$ cat config.mk
export PLATFORM = sky130hd
export DESIGN_NAME = tcgr_ctrl
export DESIGN_NICKNAME = d
export VERILOG_FILES = /design/src/sv/tcgr_pkg.sv /design/src/sv/tcgr_ctrl.sv
export SDC_FILE = /design/constraint.sdc
export NUM_CORES = 1
export LEC_CHECK = 0
export BUFFER_PORTS_ARGS = -buffer_cell sky130_fd_sc_hd__buf_4
export CAP_MARGIN = 5
export CELL_PAD_IN_SITES_DETAIL_PLACEMENT = 1
export CELL_PAD_IN_SITES_GLOBAL_PLACEMENT = 1
export CORE_AREA = 2 2 39 41
export CTS_CLUSTER_DIAMETER = 60
export CTS_CLUSTER_SIZE = 30
export DETAILED_ROUTE_END_ITERATION = 12
export DIE_AREA = 0 0 41 43
export PLACE_DENSITY = 0.59
export SYNTH_ARGS = -nofsm -noshare
export SYNTH_HDL_FRONTEND = slang
export SYNTH_SLANG_ARGS = --single-unit
$ cat constraint.sdc
create_clock -name clk -period 1.98 [get_ports clk]
set_clock_uncertainty 0.2 [all_clocks]
set_input_delay 0.396 -clock clk [delete_from_list [all_inputs] [get_ports clk]]
set_output_delay 0.396 -clock clk [all_outputs]
set_load 0.005 [all_outputs]
$ cat src/sv/tcgr_pkg.sv
`timescale 1ns / 1ps

package tcgr_pkg;

  // defaults for the top level parameters
  localparam int GLYPH_COUNT_DEF = 256;
  localparam int COORD_BITS_DEF  = 12;

  // fixed font geometry
  localparam int GLYPH_ROWS = 16;
  localparam int ROW_W      = 4;

  // field widths
  localparam int OP_W      = 2;
  localparam int CODE_W    = 8;
  localparam int FADDR_W   = 12;
  localparam int FBYTE_W   = 8;
  localparam int POS_W     = 12;
  localparam int MASK_W    = 8;
  localparam int COLOUR_W  = 32;
  localparam int SCREEN_W  = 12;
  localparam int IN_DATA_W  = 56;
  localparam int OUT_DATA_W = 64;
  localparam int CFG_ADDR_W = 4;
  localparam int CFG_DATA_W = 32;

  // cursor steps
  localparam int CHAR_STEP   = 8;
  localparam int LINE_STEP   = 16;
  localparam int SCROLL_LINE = 17;

  localparam logic [CODE_W-1:0] NEWLINE_CODE = 8'd10;

  // reset values of the registers
  localparam logic [SCREEN_W-1:0] SCREEN_WIDTH_RST  = 12'd640;
  localparam logic [SCREEN_W-1:0] SCREEN_HEIGHT_RST = 12'd480;
  localparam logic [COLOUR_W-1:0] DRAW_COLOUR_RST   = 32'h00FF_FFFF;

  // register indexes (paddr[3:2])
  localparam logic [1:0] REG_SCREEN_WIDTH  = 2'd0;
  localparam logic [1:0] REG_SCREEN_HEIGHT = 2'd1;
  localparam logic [1:0] REG_DRAW_COLOUR   = 2'd2;

  // input operations
  localparam logic [OP_W-1:0] OP_FONT   = 2'd0;
  localparam logic [OP_W-1:0] OP_CHAR   = 2'd1;
  localparam logic [OP_W-1:0] OP_CURSOR = 2'd2;

  // result kinds
  localparam logic KIND_ROW    = 1'b0;
  localparam logic KIND_SCROLL = 1'b1;

  typedef enum logic [2:0] {
    CUR_HOLD,
    CUR_SET,
    CUR_NEWLINE,
    CUR_ADVANCE,
    CUR_SCROLL
  } cursor_cmd_t;

  typedef struct packed {
    logic        font_wr;
    logic        char_start;
    logic        row_load;
    logic        scroll_load;
    logic        row_tlast;
    cursor_cmd_t cursor_cmd;
  } dp_cmd_t;

  typedef struct packed {
    logic can_load;
    logic row_last;
    logic line_wrap;
    logic line_scroll;
  } dp_status_t;

endpackage

$ cat src/sv/tcgr_ctrl.sv
`timescale 1ns / 1ps

module tcgr_ctrl
  import tcgr_pkg::*;
(
  input  logic            clk,
  input  logic            rst_n,
  input  logic            in_tvalid,
  input  logic [OP_W-1:0] in_op,
  input  logic            in_is_newline,
  output logic            in_tready,
  input  dp_status_t      status,
  output dp_cmd_t         cmd
);

  typedef enum logic [2:0] {
    ST_IDLE   = 3'b001,
    ST_ROWS   = 3'b010,
    ST_SCROLL = 3'b100
  } state_t;

  state_t state_r, state_nxt;

  always_comb begin
    state_nxt      = state_r;
    in_tready      = 1'b0;
    cmd            = '0;
    cmd.cursor_cmd = CUR_HOLD;
    case (state_r)
      ST_IDLE: begin
        in_tready = 1'b1;
        if (in_tvalid) begin
          case (in_op)
            OP_FONT: begin
              cmd.font_wr = 1'b1;
            end
            OP_CURSOR: begin
              cmd.cursor_cmd = CUR_SET;
            end
            OP_CHAR: begin
              if (in_is_newline) begin
                cmd.cursor_cmd = CUR_NEWLINE;
                if (status.line_scroll) begin
                  state_nxt = ST_SCROLL;
                end
              end else begin
                cmd.char_start = 1'b1;
                state_nxt      = ST_ROWS;
              end
            end
            default: begin
            end
          endcase
        end
      end
      ST_ROWS: begin
        if (status.can_load) begin
          cmd.row_load = 1'b1;
          if (status.row_last) begin
            // cursor still holds its pre-character value here
            cmd.cursor_cmd = CUR_ADVANCE;
            cmd.row_tlast  = !(status.line_wrap && status.line_scroll);
            state_nxt      = (status.line_wrap && status.line_scroll) ? ST_SCROLL : ST_IDLE;
          end
        end
      end
      ST_SCROLL: begin
        if (status.can_load) begin
          cmd.scroll_load = 1'b1;
          cmd.cursor_cmd  = CUR_SCROLL;
          state_nxt       = ST_IDLE;
        end
      end
      default: begin
        state_nxt = ST_IDLE;
      end
    endcase
  end

  always_ff @(posedge clk) begin
    if (!rst_n) begin
      state_r <= ST_IDLE;
    end else begin
      state_r <= state_nxt;
    end
  end

endmodule

Word level (Yosys, flattened, before mapping)
Cells that the tools add are included.
{ "op_classes": {"shift": 0, "magnitude_cmp": 0, "div_mod_pow": 0, "reduce_logical": 4, "mux": 26, "bitwise_logic": 0, "eq_ne": 11, "n_addsub": 0, "n_mul": 0} }
{ "op_table": {"columns": ["op", "n"], "rows": [
  ["3-bit two-way mux", 9],
  ["3-bit case mux with 3 select lines", 2],
  ["1-bit two-way mux", 8],
  ["2-bit two-way mux", 4],
  ["4-bit two-way mux", 2],
  ["2-bit inequality test, second input constant", 4],
  ["6-bit AND reduction", 1],
  ["2-bit case mux with 2 select lines", 1],
  ["3-bit by 1-bit equality test with 1-bit output, second input constant", 1],
  ["3-bit by 2-bit equality test with 1-bit output, second input constant", 1],
  ["3-bit equality test, second input constant", 1],
  ["3-bit inequality test, second input constant", 1],
  ["2-bit by 1-bit equality test with 1-bit output, second input constant", 1],
  ["2-bit equality test, second input constant", 1],
  ["2-bit logical NOT", 1],
  ["2-bit by 1-bit inequality test with 1-bit output, second input constant", 1],
  ["1-bit logical AND", 1],
  ["1-bit logical NOT", 1]
]} }
{ "word_totals": {"ram_bits": 0, "mem_bits_ro": 0, "n_memories": 0, "in_bits": 10, "regBits": 3, "latchBits": 0} }

Longest topological paths before layout
Gate-level depths: netlist (run 1).
{ "logic_depth": {"word_depth": 5, "depth_mapped": 5} }

Least setup slack after synthesis (run 1)
No wires, ideal clock.
{ "synth_timing": {"path_kind": "reg-to-output", "from": "register state_r[1]", "to": "output port cmd[3] (netlist name)", "path_stages_with_launch": 4, "path_slack_ps": 485, "arrival_ps": 899, "cell_sequence": "dfxtp_1 > nor3b_2 > and3_1 > and2_1"} }
{ "synth_lines": {"columns": ["item", "line_no", "text"], "rows": [
  ["start: declaration", "tcgr_ctrl.sv:22", "state_t state_r, state_nxt;"],
  ["start signal: assignment", "tcgr_ctrl.sv:84", "state_r <= state_nxt;"],
  ["end: declaration", "tcgr_ctrl.sv:13", "output dp_cmd_t cmd"]
]} }

==> out/qor.txt, run 1 <==
outcome -> finished clean
setup TNS -> 0 ps
Die Width -> 41 µm
most used routing layer -> met1
CTS Hold Bufs -> 0
Comb power frac -> 34.3%
P_leak -> 0.219 nW
CP Buf/Inv Count -> 1
# diodes -> 0
fin crit share -> 93.8%
Synth area leaders -> dfxtp_1, nor4b_1, a21oi_1
IO Port Bufs -> 18
register area -> 63.8 µm²
Longest Clk Path Bufs -> 2
top cell family by delay on the critical path -> simple AND/OR/NAND/NOR gates
CP Class -> reg -> out
post-synthesis register bit count -> 3
fin crit period -> 1860 ps
final net count -> 67
first-pass GRT wire length -> 1240 µm
Max Slew Vio Count -> 0
area delta synth->final -> 80.6%
area share of the largest cell type after synthesis -> 23.9%
R2R depth -> 3
Avg Vias per Cell -> 4.51
Final Hold Violating Endpoints -> 0
TritonCTS clock tree -> built
Vias -> 325
Synth Warn # -> 0
Slew headroom -> 83.4%
Post-DRT Antenna Nets -> 0
Switching Share -> 33.6%
CTS Buf Count -> 3
Die Area -> 0.00176 mm²
GR met2 Demand/Resource -> 13.8%
Worst EP required -> 1380 ps
core area -> 0.00138 mm²
DP Cell Count -> 68
Startpoint Class -> flip-flop
fin cells -> 72
First DRT Iteration DRCs -> 4
post-route cell area -> 454 µm²
fill count -> 178
r2r startpoint -> state_r[0]
worst-margin pin slew -> 245 ps
RSZ-0062 raised after global routing -> false
PwrDens -> 657 mW/mm²
met3 Usage GRT -> 3.14%
placed cell area -> 407 µm²
Worst VDD drop -> 0.236 mV
number of antenna violations at the first check in global routing -> 0
Multi-input gate area -> 198 µm²
Initial Util -> 18.2%
top flop regs -> state_r x3
DRC -> 0
Synth area leader -> dfxtp_1
Syn Nets -> 44
max cap viols -> 0
met1 Use GR -> 14.1%
CTS sink cnt -> 3
clock power share -> 35.8%
Total GRT Usage -> 10.6%
Die Span Y -> 43 µm
Worst R2R Setup Slack -> 730 ps
max reg flops -> 3
CP max-delay cell -> dfxtp_2
largest net degree at the start of global routing -> 7
Worst setup endpoint -> cmd[3]
r2r endpoint -> state_r[2]
internal power -> 0.198 mW
NetSw -> 0.100 mW
Critical Path End Type -> primary output
worst min-delay path category -> in -> reg
clock-pin slew on the worst setup and hold paths -> 40 ps
share of layout cells above drive strength 1 -> 55.4%
Top reg by flops -> state_r
Placer Congestion -> 0.850
Clk Latency, worst-skew pair -> 230 ps
# IOs -> 19
wire per inst -> 11.3 µm
1st-pass router iterations -> 2
Netlist Area Pre-Place -> 251 µm²
DP HPWL -> 641 µm
Clock Tree Root -> clkbuf_4
vias in the first global route -> 293
final wirelength -> 811 µm
cells along the critical path -> nor3b_4 > and3_4 > and2_1 > buf_4
Reg power frac -> 29.8%
Setup-failing EPs final -> 0
row cnt -> 14
CTS H-tree depth -> 1
crit path DAT -> 1260 ps
Max Freq -> 0.539 GHz
Critical Path Max Stage Delay -> 360 ps
Synth cell types -> 20
GRT overflow -> 0
CP max FO -> 6
Seq/Total Area, Yosys -> 23.9%
syn_area_per_cell -> 7.40 µm²
Post-Synthesis Cells -> 34
crit path from -> state_r[1]
Crit path depth -> 4
[placed cells by master (no fill, tap or decap), drive strengths merged, types with 2 or more instances in the layout]
cell    count
clkbuf      4
and2        2
nand2       4
o21ai       2
nor4b       2
nor3        3
dfxtp       3
a21o        2
inv         3
a21oi       3
buf        18
nor2        3
[layout make-up]
cell class	count	area share (%)
clock buffer	4	5.79
inverter	3	2.48
multi-input combinational	28	43.5
sequential	3	14.0
tap	16	4.41
timing repair buffer	18	29.8
[Yosys cell counts]
| cell type | count |
|---|---|
| a211oi_2 | 1 |
| a21o_1 | 2 |
| a21oi_1 | 3 |
| a41o_1 | 1 |
| and2_1 | 2 |
| and3_1 | 1 |
| dfxtp_1 | 3 |
| inv_1 | 2 |
| inv_2 | 1 |
| nand2_1 | 3 |
| nand2_2 | 1 |
| nand3_1 | 1 |
| nand3b_1 | 1 |
| nor2_1 | 3 |
| nor3_1 | 2 |
| nor3_2 | 1 |
| nor3b_2 | 1 |
| nor4b_1 | 2 |
| o21a_1 | 1 |
| o21ai_1 | 2 |
[routing by layer]
metal / vias up / part of all wire [%]
li1: 168 / -
met1: 147 / 42
met2: 10 / 52
met3: 0 / 5.7
met4: 0 / 0
met5: - / 0
[what timing repair did]
action	4_1_cts	5_1_grt
endpoints found under the setup margin	0	4
resized for setup	0	6
setup buffers	0	0
[power groups by stage]
stage	Sequential, mW	Clock [mW]	Combinational (mW)
after CTS	0.0845	0.112	0.101
after floorplan	0.0821	0	0.0537
after global placement	0.0852	0	0.102
after detailed placement	0.0856	0	0.101
after global routing	0.0918	0.120	0.115
final	0.0891	0.107	0.102
[cells by family (layout without fill, tap and decap cells)]
kind of cell / Yosys count / in the layout / share of synthesized area [%]
flops: 3 / 3 / 23.9
compound gates: 10 / 10 / 27.9
buf+inv: 3 / 25 / 4.48
simple gates: 18 / 18 / 43.8
[metrics by stage]
stage          power (mW)  hold WS, ps  setup slack [ps]  util, %
2_1_floorplan       0.136          314               485        -
3_3_place_gp        0.187          425               289     29.4
3_5_place_dp        0.186          425               277     29.4
4_1_cts             0.298          182              22.4     31.3
5_1_grt             0.327          187              32.6     32.8
6_report            0.298          186               124     32.8
[worst register-to-register path, stage by stage, from the launching register on]
cell and delay [ps]:
dfxtp_2 350, nor4b_1 290, a21oi_1 110, a211oi_2 220
[worst min-delay path by stage]
stage               start          to  slack (ps)  depth (start not counted)
global route        rst_n  state_r[1]         190                          2
CTS                 rst_n  state_r[1]         180                          2
finish              rst_n  state_r[1]         190                          2
global placement    rst_n  state_r[1]         420                          2
detailed placement  rst_n  state_r[1]         420                          2
floorplan           rst_n  state_r[1]         310                          1
Power figures use the tool's default switching activity.
==> inputs of run 2 (changes only) <==
Settings changed: ABC_AREA from default to 1, PLACE_DENSITY 0.59 to 0.71.
==> out/qor.txt, run 2 <==
Vias -> 463
max reg flops -> 3
Post-synth EDFFs -> 0
Critical Path End Type -> primary output
most frequent cells in the layout -> buf_4, nand2_1, inv_1
Avg Vias per Cell -> 4.72
Clk Latency, worst-skew pair -> 240 ps
DP HPWL -> 917 µm
DRC -> 0
vias in the first global route -> 445
CTS sink cnt -> 3
Syn Nets -> 69
clock power share -> 20.1%
largest net degree at the start of global routing -> 8
1st-pass router iterations -> 4
Clock Tree Root -> clkbuf_4
Comb power frac -> 57.8%
clock-pin slew on the worst setup and hold paths -> 40 ps
Synth area leader -> dfxtp_1
Post-Synthesis Cells -> 59
most frequent cell after synthesis -> nand2_1
crit path DAT -> 1280 ps
setup TNS -> 0 ps
worst min-delay path category -> in -> reg
IO Port Bufs -> 18
Max Slew Vio Count -> 0
Worst setup endpoint -> cmd[0]
NetSw -> 0.258 mW
Worst EP required -> 1380 ps
worst slack, placed -> 161 ps
# diodes -> 0
Max Freq -> 0.532 GHz
max cap viols -> 0
Top reg by flops -> state_r
Total GRT Usage -> 16.0%
Placer Congestion -> 0.732
R2R depth -> 9
row cnt -> 14
TritonCTS clock tree -> built
final wirelength -> 1140 µm
r2r endpoint -> state_r[2]
Switching Share -> 46.5%
Reg power frac -> 22.1%
Worst VDD drop -> 0.407 mV
Die Span Y -> 43 µm
fin crit share -> 94.9%
Longest Clk Path Bufs -> 2
Post-DRT Antenna Nets -> 0
fin crit period -> 1880 ps
number of antenna violations at the first check in global routing -> 0
Initial Util -> 23.8%
Slew headroom -> 83.3%
share of layout cells above drive strength 1 -> 45.1%
most common cell after layout, fill and taps aside -> buf_4
Seq/Total Area, Yosys -> 18.3%
CP max FO -> 7
Synth area leaders -> dfxtp_1, nand2_1, nand3_1
syn_area_per_cell -> 5.58 µm²
final worst setup slack -> 101 ps
CTS Hold Bufs -> 0
Synth cell types -> 17
Final Hold Violating Endpoints -> 0
outcome -> finished clean
worst-margin pin slew -> 248 ps
Synth Warn # -> 0
top flop regs -> state_r x3
GRT overflow -> 0
core area -> 0.00138 mm²
Setup-failing EPs final -> 0
CP Class -> reg -> out
async set-reset flop share out of synthesis -> 0%
first-pass GRT wire length -> 1930 µm
final net count -> 93
wire per inst -> 11.6 µm
area share of the largest cell type after synthesis -> 18.3%
CTS Buf Count -> 3
fill count -> 202
PwrDens -> 1030 mW/mm²
Netlist Area Pre-Place -> 329 µm²
Die Width -> 41 µm
Primary FF master, synth -> dfxtp_1
CTS H-tree depth -> 1
P_leak -> 0.294 nW
Hold Slack -> 153 ps
Worst R2R Setup Slack -> 570 ps
area delta synth->final -> 64.3%
# IOs -> 19
crit path from -> state_r[1]
internal power -> 0.296 mW
First DRT Iteration DRCs -> 5
Startpoint Class -> flip-flop
Commonest cells post-synth -> nand2_1, inv_1, nand3_1
r2r startpoint -> state_r[1]
post-synthesis register bit count -> 3
Die Area -> 0.00176 mm²
-- run 2: critical path, stage by stage (launching register included) --
cell,delay (ps)
dfxtp_2,350
inv_2,80
nand2_2,60
nor2_4,130
inv_2,80
o41ai_2,200
buf_4,160
-- run 2: stage by stage --
step	utilization, %	std cells	power, mW	instance area [µm²]
floorplan	-	59	0.308	329
global placement	35.0	93	0.405	484
detailed placement	35.0	93	0.410	484
CTS	37.6	98	0.555	520
global route	39.1	98	0.619	541
finish	39.1	98	0.554	541
-- run 2: layer usage --
layer / GRT usage [%] / routed length, µm
met1: 20.8 / 510
met2: 25.0 / 580
met3: 6.28 / 49
met4: 2.00 / 0
met5: 0 / 0
-- run 2: what timing repair did --
action	in CTS	in global routing
setup endpoints to repair	4	5
setup buffers	1	0
pin swaps	1	2
resized for setup	2	4
-- run 2: power by group through the flow --
stage / logic (mW) / registers, mW / clock network (mW)
global placement: 0.288 / 0.117 / 0
finish: 0.320 / 0.122 / 0.112
detailed placement: 0.293 / 0.118 / 0
CTS: 0.318 / 0.121 / 0.116
global route: 0.369 / 0.128 / 0.122
floorplan: 0.199 / 0.110 / 0
-- run 2: cells by family after synthesis --
logic type / synth area share, %
AND/OR/NAND/NOR: 56.3
buffers and inverters: 12.5
AO/OA/AOI/OAI: 12.9
flip-flops: 18.3
-- run 2: worst min path at each step --
stage               start  slack, ps    endpoint  cells past startpoint
4_1_cts             rst_n        150  state_r[0]                      2
5_1_grt             rst_n        160  state_r[0]                      2
6_report            rst_n        150  state_r[0]                      2
3_5_place_dp   state_r[1]        350  state_r[1]                      2
2_1_floorplan       rst_n        280  state_r[0]                      1
3_3_place_gp   state_r[1]        350  state_r[1]                      2
-- run 2: cell type report --
cell class	instances	area, µm²	share of cell area (%)
well taps	16	20.0	3.70
clock buffers	4	26.3	4.86
inverters	11	41.3	7.64
flip-flops and latches	3	63.8	11.8
repair buffers	19	143	26.4
multi-input cells	45	246	45.6
